### src/rtl/tmbm_pkg.sv
// Package for the temporal median background mask unit.
// Holds widths, reset values, the controller states and the command/status bundles.
// No dependencies.
package tmbm_pkg;

   localparam int FRAMES_DEFAULT = 16;
   localparam int SAMPLE_W = 8;
   localparam int BIT_IDX_W = 3;
   localparam logic [SAMPLE_W-1:0] THRESHOLD_RESET = 8'd10;

   typedef enum logic [2:0] {
      ST_IDLE,
      ST_START,
      ST_SCAN,
      ST_DRAIN,
      ST_COMMIT,
      ST_EMIT_RD,
      ST_EMIT_LD
   } tmbm_state_type;

   typedef struct packed {
      logic load;
      logic init_scan;
      logic scan_issue;
      logic commit;
      logic emit_read;
      logic emit_load;
      logic clear_series;
   } tmbm_cmd_type;

   typedef struct packed {
      logic addr_last;
      logic bit_zero;
      logic out_free;
   } tmbm_status_type;

endpackage

### src/rtl/tmbm_if.sv
// Channel interfaces for the temporal median background mask unit.
// Depends on tmbm_pkg for the sample width.
interface tmbm_req_if;
   logic                          valid;
   logic                          ready;
   logic [tmbm_pkg::SAMPLE_W-1:0] pixel_sample;
   logic                          series_end;

   modport source (output valid, output pixel_sample, output series_end, input ready);
   modport sink (input valid, input pixel_sample, input series_end, output ready);
endinterface

interface tmbm_rsp_if;
   logic                          valid;
   logic                          ready;
   logic [tmbm_pkg::SAMPLE_W-1:0] masked_sample;
   logic                          final_result;
   logic                          overflow;

   modport source (output valid, output masked_sample, output final_result,
                   output overflow, input ready);
   modport sink (input valid, input masked_sample, input final_result,
                 input overflow, output ready);
endinterface

interface tmbm_csr_if;
   logic                          valid;
   logic                          ready;
   logic [tmbm_pkg::SAMPLE_W-1:0] data;

   modport source (output valid, output data, input ready);
   modport sink (input valid, input data, output ready);
endinterface

### src/rtl/temporal_median_background_mask_unit.sv
// Temporal median background mask unit: top level.
// Operation: a series of n stored samples loads at one transfer per cycle, then goes
// through rank selection (eight bit passes over the single store read port), then emits
// its results one at a time, each a store read and a result load that waits for a free output.
// Reset (synchronous, active high) empties the series and sets the threshold to 10.
module temporal_median_background_mask_unit #(
   parameter int FRAMES = tmbm_pkg::FRAMES_DEFAULT
) (
   input  logic       clock,
   input  logic       reset,
   tmbm_req_if.sink   req_bus,
   tmbm_rsp_if.source rsp_bus,
   tmbm_csr_if.sink   csr_bus
);

   tmbm_pkg::tmbm_cmd_type    cmd;
   tmbm_pkg::tmbm_status_type status;
   logic                      req_ready;

   assign req_bus.ready = req_ready;

   tmbm_ctrl u_ctrl (
      .clock          (clock),
      .reset          (reset),
      .req_valid      (req_bus.valid),
      .req_series_end (req_bus.series_end),
      .req_ready      (req_ready),
      .status         (status),
      .cmd            (cmd)
   );

   tmbm_datapath #(
      .FRAMES (FRAMES)
   ) u_datapath (
      .clock      (clock),
      .reset      (reset),
      .req_sample (req_bus.pixel_sample),
      .cmd        (cmd),
      .status     (status),
      .csr_bus    (csr_bus),
      .rsp_bus    (rsp_bus)
   );

endmodule

### src/rtl/tmbm_ctrl.sv
// Controller state machine: load, radix rank selection passes, and emission.
// Depends on tmbm_pkg for states, commands and status.
module tmbm_ctrl (
   input  logic                      clock,
   input  logic                      reset,
   input  logic                      req_valid,
   input  logic                      req_series_end,
   output logic                      req_ready,
   input  tmbm_pkg::tmbm_status_type status,
   output tmbm_pkg::tmbm_cmd_type    cmd
);

   tmbm_pkg::tmbm_state_type state_ff;
   tmbm_pkg::tmbm_state_type state_in;

   always_ff @(posedge clock) begin
      if (reset) begin
         state_ff <= tmbm_pkg::ST_IDLE;
      end else begin
         state_ff <= state_in;
      end
   end

   always_comb begin
      state_in = state_ff;
      case (state_ff)
         tmbm_pkg::ST_IDLE: begin
            if (req_valid && req_series_end) state_in = tmbm_pkg::ST_START;
         end
         tmbm_pkg::ST_START: state_in = tmbm_pkg::ST_SCAN;
         tmbm_pkg::ST_SCAN: begin
            if (status.addr_last) state_in = tmbm_pkg::ST_DRAIN;
         end
         tmbm_pkg::ST_DRAIN: state_in = tmbm_pkg::ST_COMMIT;
         tmbm_pkg::ST_COMMIT: begin
            state_in = status.bit_zero ? tmbm_pkg::ST_EMIT_RD : tmbm_pkg::ST_SCAN;
         end
         tmbm_pkg::ST_EMIT_RD: state_in = tmbm_pkg::ST_EMIT_LD;
         tmbm_pkg::ST_EMIT_LD: begin
            if (status.out_free) begin
               state_in = status.addr_last ? tmbm_pkg::ST_IDLE : tmbm_pkg::ST_EMIT_RD;
            end
         end
         default: state_in = tmbm_pkg::ST_IDLE;
      endcase
   end

   always_comb begin
      req_ready = 1'b0;
      cmd       = '0;
      case (state_ff)
         tmbm_pkg::ST_IDLE: begin
            req_ready = 1'b1;
            cmd.load  = req_valid;
         end
         tmbm_pkg::ST_START:   cmd.init_scan = 1'b1;
         tmbm_pkg::ST_SCAN:    cmd.scan_issue = 1'b1;
         tmbm_pkg::ST_DRAIN:   cmd = '0;
         tmbm_pkg::ST_COMMIT:  cmd.commit = 1'b1;
         tmbm_pkg::ST_EMIT_RD: cmd.emit_read = 1'b1;
         tmbm_pkg::ST_EMIT_LD: begin
            cmd.emit_load    = status.out_free;
            cmd.clear_series = status.out_free && status.addr_last;
         end
         default: cmd = '0;
      endcase
   end

endmodule

### src/rtl/tmbm_datapath.sv
// Datapath: sample store, radix select of the two middle ranks, masking and result register.
// Depends on tmbm_pkg and the channel interfaces in tmbm_if.
module tmbm_datapath #(
   parameter int FRAMES = tmbm_pkg::FRAMES_DEFAULT
) (
   input  logic                          clock,
   input  logic                          reset,
   input  logic [tmbm_pkg::SAMPLE_W-1:0] req_sample,
   input  tmbm_pkg::tmbm_cmd_type        cmd,
   output tmbm_pkg::tmbm_status_type     status,
   tmbm_csr_if.sink                      csr_bus,
   tmbm_rsp_if.source                    rsp_bus
);

   localparam int CNT_W = $clog2(FRAMES + 1);
   localparam int IDX_W = (FRAMES > 1) ? $clog2(FRAMES) : 1;
   localparam int SW    = tmbm_pkg::SAMPLE_W;
   localparam int BW    = tmbm_pkg::BIT_IDX_W;

   logic [SW-1:0] store_mem [FRAMES];

   logic [SW-1:0]    threshold_ff;
   logic [CNT_W-1:0] count_ff;
   logic             overflow_ff;
   logic [IDX_W-1:0] addr_ff;
   logic [SW-1:0]    rd_data_ff;
   logic             acc_valid_ff;
   logic [BW-1:0]    bit_ff;
   logic [SW-1:0]    lo_prefix_ff, hi_prefix_ff;
   logic [CNT_W-1:0] lo_rank_ff, hi_rank_ff;
   logic [CNT_W-1:0] lo_cnt_ff, hi_cnt_ff;
   logic [SW-1:0]    median_ff;
   logic             rsp_valid_ff;
   logic [SW-1:0]    rsp_sample_ff;
   logic             rsp_final_ff;
   logic             rsp_ovf_ff;

   logic             store_full;
   logic [CNT_W-1:0] last_idx;
   logic [SW-1:0]    hi_mask;
   logic [SW-1:0]    bit_mask;
   logic             lo_match, hi_match;
   logic [SW-1:0]    lo_prefix_in, hi_prefix_in;
   logic [CNT_W-1:0] lo_rank_in, hi_rank_in;
   logic [SW:0]      median_sum;
   logic [SW-1:0]    diff;
   logic [SW-1:0]    masked;

   assign store_full = (count_ff >= CNT_W'(FRAMES));
   assign last_idx   = count_ff - CNT_W'(1);
   assign csr_bus.ready = 1'b1;

   assign status.addr_last = (CNT_W'(addr_ff) == last_idx);
   assign status.bit_zero  = (bit_ff == '0);
   assign status.out_free  = !rsp_valid_ff || rsp_bus.ready;

   // threshold register
   always_ff @(posedge clock) begin
      if (reset) begin
         threshold_ff <= tmbm_pkg::THRESHOLD_RESET;
      end else if (csr_bus.valid) begin
         threshold_ff <= csr_bus.data;
      end
   end

   // sample store: one write port, one registered read port
   always_ff @(posedge clock) begin
      if (cmd.load && !store_full) begin
         store_mem[count_ff[IDX_W-1:0]] <= req_sample;
      end
      if (cmd.scan_issue || cmd.emit_read) begin
         rd_data_ff <= store_mem[addr_ff];
      end
   end

   always_ff @(posedge clock) begin
      if (reset) begin
         count_ff    <= '0;
         overflow_ff <= 1'b0;
      end else if (cmd.clear_series) begin
         count_ff    <= '0;
         overflow_ff <= 1'b0;
      end else if (cmd.load) begin
         if (store_full) begin
            overflow_ff <= 1'b1;
         end else begin
            count_ff <= count_ff + CNT_W'(1);
         end
      end
   end

   // samples that agree with the prefix above the current bit and have a zero there
   assign hi_mask  = SW'({SW{1'b1}} << ({1'b0, bit_ff} + (BW + 1)'(1)));
   assign bit_mask = SW'(1) << bit_ff;
   assign lo_match = (((rd_data_ff ^ lo_prefix_ff) & hi_mask) == '0)
                     && ((rd_data_ff & bit_mask) == '0);
   assign hi_match = (((rd_data_ff ^ hi_prefix_ff) & hi_mask) == '0)
                     && ((rd_data_ff & bit_mask) == '0);

   // decide the current bit of each rank from the count of smaller candidates
   always_comb begin
      lo_prefix_in = lo_prefix_ff;
      lo_rank_in   = lo_rank_ff;
      hi_prefix_in = hi_prefix_ff;
      hi_rank_in   = hi_rank_ff;
      if (lo_rank_ff >= lo_cnt_ff) begin
         lo_prefix_in = lo_prefix_ff | bit_mask;
         lo_rank_in   = lo_rank_ff - lo_cnt_ff;
      end
      if (hi_rank_ff >= hi_cnt_ff) begin
         hi_prefix_in = hi_prefix_ff | bit_mask;
         hi_rank_in   = hi_rank_ff - hi_cnt_ff;
      end
   end

   assign median_sum = {1'b0, lo_prefix_in} + {1'b0, hi_prefix_in};

   always_ff @(posedge clock) begin
      if (reset) begin
         acc_valid_ff <= 1'b0;
         addr_ff      <= '0;
      end else begin
         acc_valid_ff <= cmd.scan_issue;
         if (cmd.init_scan || cmd.commit) begin
            addr_ff <= '0;
         end else if (cmd.scan_issue || cmd.emit_load) begin
            addr_ff <= addr_ff + IDX_W'(1);
         end
      end
   end

   always_ff @(posedge clock) begin
      if (cmd.init_scan) begin
         bit_ff       <= '1;
         lo_prefix_ff <= '0;
         hi_prefix_ff <= '0;
         lo_rank_ff   <= last_idx >> 1;
         hi_rank_ff   <= count_ff >> 1;
         lo_cnt_ff    <= '0;
         hi_cnt_ff    <= '0;
      end else if (cmd.commit) begin
         bit_ff       <= bit_ff - BW'(1);
         lo_prefix_ff <= lo_prefix_in;
         hi_prefix_ff <= hi_prefix_in;
         lo_rank_ff   <= lo_rank_in;
         hi_rank_ff   <= hi_rank_in;
         lo_cnt_ff    <= '0;
         hi_cnt_ff    <= '0;
         median_ff    <= median_sum[SW:1];
      end else if (acc_valid_ff) begin
         lo_cnt_ff <= lo_cnt_ff + CNT_W'(lo_match);
         hi_cnt_ff <= hi_cnt_ff + CNT_W'(hi_match);
      end
   end

   // zero a nonzero sample that lies within the threshold of the median
   assign diff   = (rd_data_ff > median_ff) ? (rd_data_ff - median_ff)
                                             : (median_ff - rd_data_ff);
   assign masked = ((rd_data_ff != '0) && (diff < threshold_ff)) ? '0 : rd_data_ff;

   always_ff @(posedge clock) begin
      if (reset) begin
         rsp_valid_ff <= 1'b0;
      end else if (cmd.emit_load) begin
         rsp_valid_ff <= 1'b1;
      end else if (rsp_bus.ready) begin
         rsp_valid_ff <= 1'b0;
      end
   end

   always_ff @(posedge clock) begin
      if (cmd.emit_load) begin
         rsp_sample_ff <= masked;
         rsp_final_ff  <= status.addr_last;
         rsp_ovf_ff    <= overflow_ff;
      end
   end

   assign rsp_bus.valid         = rsp_valid_ff;
   assign rsp_bus.masked_sample = rsp_sample_ff;
   assign rsp_bus.final_result  = rsp_final_ff;
   assign rsp_bus.overflow      = rsp_ovf_ff;

endmodule

### src/flat_wrapper.sv
// flat-port wrapper written by rule: the top's interface ports become plain ports
module temporal_median_background_mask_unit_flat 
#(
   parameter int FRAMES = tmbm_pkg::FRAMES_DEFAULT
)
  (clock, reset, req_bus_valid, req_bus_pixel_sample, req_bus_series_end, req_bus_ready, rsp_bus_valid, rsp_bus_masked_sample, rsp_bus_final_result, rsp_bus_overflow, rsp_bus_ready, csr_bus_valid, csr_bus_data, csr_bus_ready);
  tmbm_req_if req_bus_i ();
  tmbm_rsp_if rsp_bus_i ();
  tmbm_csr_if csr_bus_i ();
  input  logic clock;
  input  logic reset;
  input wire logic [$bits(req_bus_i.valid)-1:0] req_bus_valid;
  input wire logic [$bits(req_bus_i.pixel_sample)-1:0] req_bus_pixel_sample;
  input wire logic [$bits(req_bus_i.series_end)-1:0] req_bus_series_end;
  output wire logic [$bits(req_bus_i.ready)-1:0] req_bus_ready;
  output wire logic [$bits(rsp_bus_i.valid)-1:0] rsp_bus_valid;
  output wire logic [$bits(rsp_bus_i.masked_sample)-1:0] rsp_bus_masked_sample;
  output wire logic [$bits(rsp_bus_i.final_result)-1:0] rsp_bus_final_result;
  output wire logic [$bits(rsp_bus_i.overflow)-1:0] rsp_bus_overflow;
  input wire logic [$bits(rsp_bus_i.ready)-1:0] rsp_bus_ready;
  input wire logic [$bits(csr_bus_i.valid)-1:0] csr_bus_valid;
  input wire logic [$bits(csr_bus_i.data)-1:0] csr_bus_data;
  output wire logic [$bits(csr_bus_i.ready)-1:0] csr_bus_ready;
  assign req_bus_i.valid = req_bus_valid;
  assign req_bus_i.pixel_sample = req_bus_pixel_sample;
  assign req_bus_i.series_end = req_bus_series_end;
  assign req_bus_ready = req_bus_i.ready;
  assign rsp_bus_valid = rsp_bus_i.valid;
  assign rsp_bus_masked_sample = rsp_bus_i.masked_sample;
  assign rsp_bus_final_result = rsp_bus_i.final_result;
  assign rsp_bus_overflow = rsp_bus_i.overflow;
  assign rsp_bus_i.ready = rsp_bus_ready;
  assign csr_bus_i.valid = csr_bus_valid;
  assign csr_bus_i.data = csr_bus_data;
  assign csr_bus_ready = csr_bus_i.ready;
  temporal_median_background_mask_unit #(.FRAMES(FRAMES)) u_core (.clock(clock), .reset(reset), .req_bus(req_bus_i), .rsp_bus(rsp_bus_i), .csr_bus(csr_bus_i));
endmodule
### config.mk
export PLATFORM = sky130hd
export DESIGN_NAME = temporal_median_background_mask_unit_flat
export DESIGN_NICKNAME = d
export VERILOG_FILES = /design/src/rtl/tmbm_pkg.sv /design/src/rtl/tmbm_if.sv /design/src/rtl/temporal_median_background_mask_unit.sv /design/src/rtl/tmbm_ctrl.sv /design/src/rtl/tmbm_datapath.sv /design/src/flat_wrapper.sv
export SDC_FILE = /design/constraint.sdc
export NUM_CORES = 1
export LEC_CHECK = 0
export ABC_CLOCK_PERIOD_IN_PS = 9900
export BUFFER_PORTS_ARGS = -buffer_cell sky130_fd_sc_hd__buf_2
export CORE_MARGIN = 10
export CORE_UTILIZATION = 55
export CTS_CLUSTER_SIZE = 12
export DETAILED_ROUTE_END_ITERATION = 10
export HOLD_SLACK_MARGIN = 0.1
export PLACE_DENSITY = 0.78
export SYNTH_ARGS = -nofsm -noshare
export SYNTH_HDL_FRONTEND = slang
export SYNTH_SLANG_ARGS = --single-unit
### constraint.sdc
create_clock -name clock -period 9.9 [get_ports clock]
set_clock_uncertainty 0.1 [all_clocks]
set_input_delay 1.98 -clock clock [delete_from_list [all_inputs] [get_ports clock]]
set_output_delay 1.98 -clock clock [all_outputs]
set_load 0.01 [all_outputs]
Word-level counts from Yosys, hierarchy flattened
Memories as Yosys holds them, arrays and structs flattened. A register that Yosys moved wholly into a read port is not among the register bits. Cells that the tools add are included.

Memories: 1. Input port bits: 22. Word-level logic and storage cells: 118. Bits in writable memories: 128. Register bits: 80. Output and inout port bits: 13.

Reductions and logical operators: 33. Muxes and demuxes: 26. Add/subtract/negate cells: 12. $lt $le $gt $ge: 5. Eq/ne operators: 10. Bitwise operators: 9. Shift-type cells: 2.

Memories: u_core.u_datapath.store_mem (depth 16, width 8, read ports 1, clocked after Yosys merged registers in 1, write ports 1, line tmbm_datapath.sv:20) `logic [SW-1:0] store_mem [FRAMES];`.

Operators by type and width (number): $and 8x8->8 (3); $logic_not 8->1 (3); $mux 4 (6); $mux 8 (3); $pmux 3 s7 (1); $or 8x8->8 (2); $sub 8x8->8 (2); $xor 8x8->8 (2); $mux 3 (5); $reduce_and 2->1 (7); $add 5x1->5 (2); $ge 5x5->1 (2); $mux 1 (10); $sub 5x5->5 (2); $add 8x8->9 (1); $eq 3x3->1 const B (3); $gt 8x8->1 (1); $lt 8x8->1 (1); $reduce_bool 2->1 (4); $reduce_bool 8->1 (1); $shl 1x3->8 const A (1); $shl 8x4->8 const A (1); $eq 3x2->1 const B (2); $logic_and 1x1->1 (6); 16 further kinds (26).

Depth between registers and ports, before layout
Depth after elaboration: 6. Gate-level depth with buffers: 17. Mapped depth without buffers: 15.

Cells and area by module
Synthesis repeated with hierarchy kept, for this count alone.

Cells, all modules: 812. Area total of the unflattened synthesis: 10497.6 sq um.

By module, submodules not included: tmbm_datapath (area each 10222.3 sq um, times used 1, cells an instance 777); tmbm_ctrl (area each 275.3 sq um, times used 1, cells an instance 35).

Worst setup path after synthesis
Ideal clock, no wire load.

Path type: register to register. Start point: register u_core.u_datapath.rd_data_ff[5], read port of u_core.u_datapath.store_mem. End point: register u_core.u_datapath.rsp_sample_ff[0] (netlist: u_core.u_datapath.rsp_bus.masked_sample[0]) (data pin). Arrival time: 3.166 ns. Slack: 6.365 ns. Stages on the path, launching flop included: 16. Required time: 9.531 ns. Path through: edfxtp_1 > clkbuf_1 > inv_1 > ha_1 > buf_2 > nand4_1 > o22a_1 > o21ai_1 > buf_6 > a2111oi_0 > a31oi_1 > xor2_1 > ha_1 > a221o_1 > nor2_1 > a21oi_1.

Cells in the longest elaborated chain, start to end: 4.

Ends and longest elaborated chain: start, declared (line tmbm_datapath.sv:26) `logic [SW-1:0] rd_data_ff;`; $sub 8x8->8, or another cell as far along (line tmbm_datapath.sv:158) `: (median_ff - rd_data_ff);`; $mux 8 (line tmbm_datapath.sv:157) `assign diff = (rd_data_ff > median_ff) ? (rd_data_ff - median_ff)`; $lt 8x8->1 (line tmbm_datapath.sv:159) `assign masked = ((rd_data_ff != '0) && (diff < threshold_ff)) ? '0 : rd_data_ff;`; $logic_and 1x1->1 * (line tmbm_datapath.sv:159); end signal, assigned (line tmbm_datapath.sv:173) `rsp_sample_ff <= masked;`; end, declared (line tmbm_datapath.sv:34) `logic [SW-1:0] rsp_sample_ff;`.

Mark *: on every way between the ends. The rest lies on a longest branch, timed or not. A chain may end at the register's enable or synchronous reset.

Worst setup path after layout
Start point: register u_core.u_datapath.rd_data_ff[0], read port of u_core.u_datapath.store_mem. End point: register u_core.u_datapath.rsp_sample_ff[4] (netlist: u_core.u_datapath.rsp_bus.masked_sample[4]) (data pin).

The elaborated chain is that of the path after synthesis.

==> results list <==
* Status: complete, no violations
- Number of nets at the end of the flow: 917
- Top cells by count, synth: sky130_fd_sc_hd__edfxtp_1, sky130_fd_sc_hd__inv_1, sky130_fd_sc_hd__nor2_1
* Detailed placement HPWL: ~15000 um
- Type of element launching the critical path: flip-flop
- The analysis attributes to cell leakage a power of 4.55 nW.
- Worst slew slack as a fraction of its limit: 17.5%
* Total wirelength of the detailed-routed design: 22200 um
* Synthesized area divided by synthesized cell count: 13.3 um^2
* Antenna violations before repair: 0
- Logic pwr share: between 10% and 20%
- During I/O placement, the number of pins put on the boundary was 35.
- Std cell rows: 51
* Worst hold path depth: 0
- Total internal power: 0.00166 W
- Synthesized Nets: 896
* Die Area: 0.0256 mm^2
* CP bufs+invs: 2
- Utilization after layout: just over 60%
* CTS root buffer: sky130_fd_sc_hd__clkbuf_16
* Part of the power in registers: 46.8%
- Once the clock tree was built, the setup fixing pass inserted 0 buffers.
* Drt drc: 0
* Crit path max-delay family: compound AO/OA/AOI/OAI gates
- Number of distinct standard cells referenced by the synthesized netlist: between 70 and 80
- Number of hold buffers added after CTS: 0
- Async SR Flop Fraction: 0%
* Seq/Total Area, Yosys: between 50% and 60%
* Fraction of the cycle the final worst path needs: between 40% and 50%
* Post-synth top area share: 45.1%
- At the worst endpoint, the required time is 10040 ps.
- Timing analysis after detailed placement gives a worst setup slack of around 5700 ps.
* Bufs on Longest Clock Path: 3
* Clock power share: approximately two fifths
- Setup TNS: 0 ps
- Once detail routing completed, the nets flagged for antenna violations numbered 0.
* Wire length per cell: approximately 20 um
* Crit path max fanout: 11
* Post-synth EDFFs: approximately 160
* Max-cap violations: 0
- The first routing iteration left 548 violations.
* Congestion Overflow GR: 0
- GRT Util Overall: around 17%
- Via count of the first global-routing pass: between 6000 and 7000
* Flop and latch count out of synthesis: 216
- The count of pins over their slew limit came to 0.
- Clock-pin slew was measured on the worst setup and hold paths at around 60 ps.
- Std-Cell Core Area: just under 0.02 mm^2
- # setup viols final: 0
* Die X-Extent: roughly 160 um
* Number of inserted diodes: 0
- Share of post-route cells with drive strength above 1: ~15%
* CP Cell Sequence: inv_1 > ha_1 > inv_1 > fa_1 > nand3_1 > a21oi_1 > o21ai_1 > mux2_2 > a211oi_2 > xnor2_1 > ha_1 > a221o_1 > nor2_1 > a21oi_1
- The first global-routing pass estimated between 30000 and 40000 um of wire.
* Power density over the cells: ~190 mW/mm^2
* Count of yosys warnings during synthesis: 0
* Cell with the biggest individual delay on the critical path: sky130_fd_sc_hd__o21ai_1
- H-tree levels: 1
* Placed cell count: roughly 1100
- TritonCTS built the clock tree.
* Switching power summed over all nets: between 0.0005 and 0.0006 W
* Post-synth top flop: sky130_fd_sc_hd__edfxtp_1
* Number of stages on the worst setup path: 14
- Area added between synthesis and finish: 9.60%
- The number of failing hold endpoints at the final stage came to 0.
* Highest clock rate: approximately 240 MHz
- Largest net degree at the start of global routing: 37
- Critical setup path kind: flip-flop to flip-flop
- The clock reaches the later pin of the worst-skew pair after 520 ps.
* # port buffers: 33
- The synthesized design spends more area on one cell type than any other, namely sky130_fd_sc_hd__edfxtp_1.
- Worst path max stage delay: roughly 670 ps
* Minimum period implied by the final worst setup slack: ~4200 ps
- Final Power: ~0.0022 W
* RSZ-0062 raised after global routing: no
- Sw Ratio: between 20% and 30%
* Sink Count: approximately 220
- The number of gates resized after CTS was 0.
- Clock tree synthesis inserted a total of 24 buffers.
- The cell count after synthesis came out at just over 800.
* Worst r2r path cells: 14
- The most common cell in the synthesized netlist is sky130_fd_sc_hd__edfxtp_1.
* Synthesized area: 0.0108 mm^2
- Data arrival at the endpoint of the critical path: roughly 4400 ps
- At the pin with the least slew margin, the transition time is around 1200 ps.
* Post-detailed-route via-to-cell ratio: about 5.8
- Once the floorplan was initialized, standard cells occupied between 50% and 60% of the core.
* Number of fill cells: ~1500
- Height of the die: about 160 um
- Detailed-route via count: 6426
- The path class of the tightest hold or removal check is flip-flop to flip-flop.
- After layout, the worst setup slack is roughly 5700 ps.
* Number of search-and-repair iterations in the first detailed-routing pass: 6
* Critical path capture point type: flip-flop
- Post-Layout Cell Count: between 1000 and 1500
- RePlAce Congestion: 0.871
- Top post-synthesis cells by area: sky130_fd_sc_hd__edfxtp_1, sky130_fd_sc_hd__dfxtp_1, sky130_fd_sc_hd__ha_1, sky130_fd_sc_hd__mux4_2, sky130_fd_sc_hd__mux4_1
- Max VDD drop: about 0.00017 V
## final cells by class
class,instances,area (um^2),area share [%]
Clock buffer,36,686,5.80
Inverter,66,253,2.14
Tap cell,265,332,2.80
Sequential cell,216,5950,50.3
Clock inverter,8,95.1,0.804
Multi-Input combinational cell,489,4320,36.5
Timing Repair Buffer,37,195,1.65
## routing by layer
layer | track usage, % | vias up | wire (um)
met5 | 0 | - | 0
met4 | 4.88 | 0 | 388
met3 | 4.29 | 33 | 1540
met2 | 28.3 | 196 | 10900
met1 | 21.5 | 3145 | 9340
li1 | - | 3052 | -
## final timing paths
| kind | to | startpoint | slack, ps |
|---|---|---|---|
| setup reg to reg | u_core.u_datapath.rsp_bus.masked_sample[4]$_SDFFCE_PP0P_ | u_core.u_datapath.rd_data_ff[0]$_DFFE_PP_ | 5660 |
| setup / recovery | u_core.u_datapath.rsp_bus.masked_sample[4]$_SDFFCE_PP0P_ | u_core.u_datapath.rd_data_ff[0]$_DFFE_PP_ | 5660 |
| hold / removal | u_core.u_datapath.rsp_bus.overflow$_DFFE_PP_ | u_core.u_datapath.overflow_ff$_SDFFE_PP0P_ | 330 |
| hold reg to reg | u_core.u_datapath.rsp_bus.overflow$_DFFE_PP_ | u_core.u_datapath.overflow_ff$_SDFFE_PP0P_ | 330 |
## through the flow
stage	instance area (um^2)	hold slack [ps]
3_5_place_dp	11000	321
6_report	11800	334
3_3_place_gp	11000	315
4_1_cts	11800	335
2_1_floorplan	10800	309
5_1_grt	11800	347
## cell usage in the layout (no fill, tap or decap), types with 3 or more instances in the layout
| master | count |
|---|---|
| sky130_fd_sc_hd__clkbuf_16 | 24 |
| sky130_fd_sc_hd__a21o_1 | 14 |
| sky130_fd_sc_hd__mux2i_1 | 18 |
| sky130_fd_sc_hd__nand2b_1 | 4 |
| sky130_fd_sc_hd__clkbuf_8 | 4 |
| sky130_fd_sc_hd__mux4_2 | 25 |
| sky130_fd_sc_hd__xor2_1 | 24 |
| sky130_fd_sc_hd__o21ai_1 | 3 |
| sky130_fd_sc_hd__a211oi_1 | 3 |
| sky130_fd_sc_hd__buf_2 | 33 |
| sky130_fd_sc_hd__buf_4 | 3 |
| sky130_fd_sc_hd__fa_1 | 5 |
| sky130_fd_sc_hd__mux4_1 | 15 |
| sky130_fd_sc_hd__a31oi_1 | 10 |
| sky130_fd_sc_hd__o21a_1 | 3 |
| sky130_fd_sc_hd__a21oi_1 | 45 |
| sky130_fd_sc_hd__ha_1 | 56 |
| sky130_fd_sc_hd__clkinv_2 | 3 |
| sky130_fd_sc_hd__edfxtp_1 | 162 |
| sky130_fd_sc_hd__or2_2 | 3 |
| sky130_fd_sc_hd__a31o_2 | 6 |
| sky130_fd_sc_hd__nand4_1 | 11 |
| sky130_fd_sc_hd__clkbuf_1 | 8 |
| sky130_fd_sc_hd__nand3_1 | 4 |
| sky130_fd_sc_hd__nor2_1 | 65 |
| sky130_fd_sc_hd__o211a_1 | 6 |
| sky130_fd_sc_hd__inv_1 | 65 |
| sky130_fd_sc_hd__o21ai_0 | 19 |
| sky130_fd_sc_hd__dfxtp_1 | 53 |
| sky130_fd_sc_hd__nor3_1 | 13 |
| sky130_fd_sc_hd__and3_1 | 4 |
| sky130_fd_sc_hd__xnor2_1 | 29 |
| sky130_fd_sc_hd__nor2b_1 | 9 |
| sky130_fd_sc_hd__nand2_1 | 43 |
## state kept, by name, indices dropped and copies added (netlist names)
name,count
u_core.u_ctrl.state_ff,3
u_core.u_datapath.overflow_ff,1
u_core.u_datapath.count_ff,5
u_core.u_datapath.hi_prefix_ff,8
u_core.u_datapath.lo_prefix_ff,8
u_core.u_datapath.lo_cnt_ff,5
u_core.u_datapath.bit_ff,3
u_core.u_datapath.lo_rank_ff,5
u_core.u_datapath.threshold_ff,8
u_core.u_datapath.median_ff,8
u_core.u_datapath.hi_rank_ff,5
u_core.u_datapath.addr_ff,4
u_core.u_datapath.acc_valid_ff,1
u_core.u_datapath.hi_cnt_ff,5
u_core.u_datapath.rd_data_ff,8
u_core.u_datapath.rsp_bus.overflow,1
u_core.u_datapath.store_mem,128
u_core.u_datapath.rsp_bus.final_result,1
u_core.u_datapath.rsp_bus.masked_sample,8
u_core.u_datapath.rsp_bus.valid,1
## cell families (layout without fill, tap and decap cells)
family,Yosys count,count (layout),share of synthesized area (%)
compound gates,140,140,9.44
other cells,1,1,0.0348
mux,61,61,10.9
buf+inv,108,147,4.87
flops,216,216,55.1
simple gates,172,172,7.72
xor+xnor,54,54,4.51
fa+ha+maj,61,61,7.42
## power by group through the flow
| stage | Clock, W | Sequential (W) | Combinational (W) |
|---|---|---|---|
| detailed placement | 0 | 0.00106 | 0.000308 |
| floorplan | 0 | 0.00104 | 0.000247 |
| global placement | 0 | 0.00105 | 0.000300 |
| finish | 0.000863 | 0.00104 | 0.000313 |
| CTS | 0.000875 | 0.00104 | 0.000312 |
| global route | 0.000919 | 0.00104 | 0.000347 |
## worst reg2reg max path, stage by stage, from the launching register on
cell and delay [ps]:
sky130_fd_sc_hd__edfxtp_1 550, sky130_fd_sc_hd__inv_1 110, sky130_fd_sc_hd__ha_1 160, sky130_fd_sc_hd__inv_1 50, sky130_fd_sc_hd__fa_1 380, sky130_fd_sc_hd__nand3_1 90
sky130_fd_sc_hd__a21oi_1 70, sky130_fd_sc_hd__o21ai_1 670, sky130_fd_sc_hd__mux2_2 420, sky130_fd_sc_hd__a211oi_2 230, sky130_fd_sc_hd__xnor2_1 90, sky130_fd_sc_hd__ha_1 180
sky130_fd_sc_hd__a221o_1 320, sky130_fd_sc_hd__nor2_1 390, sky130_fd_sc_hd__a21oi_1 140
No activity file was read; power rests on OpenSTA's default activity.
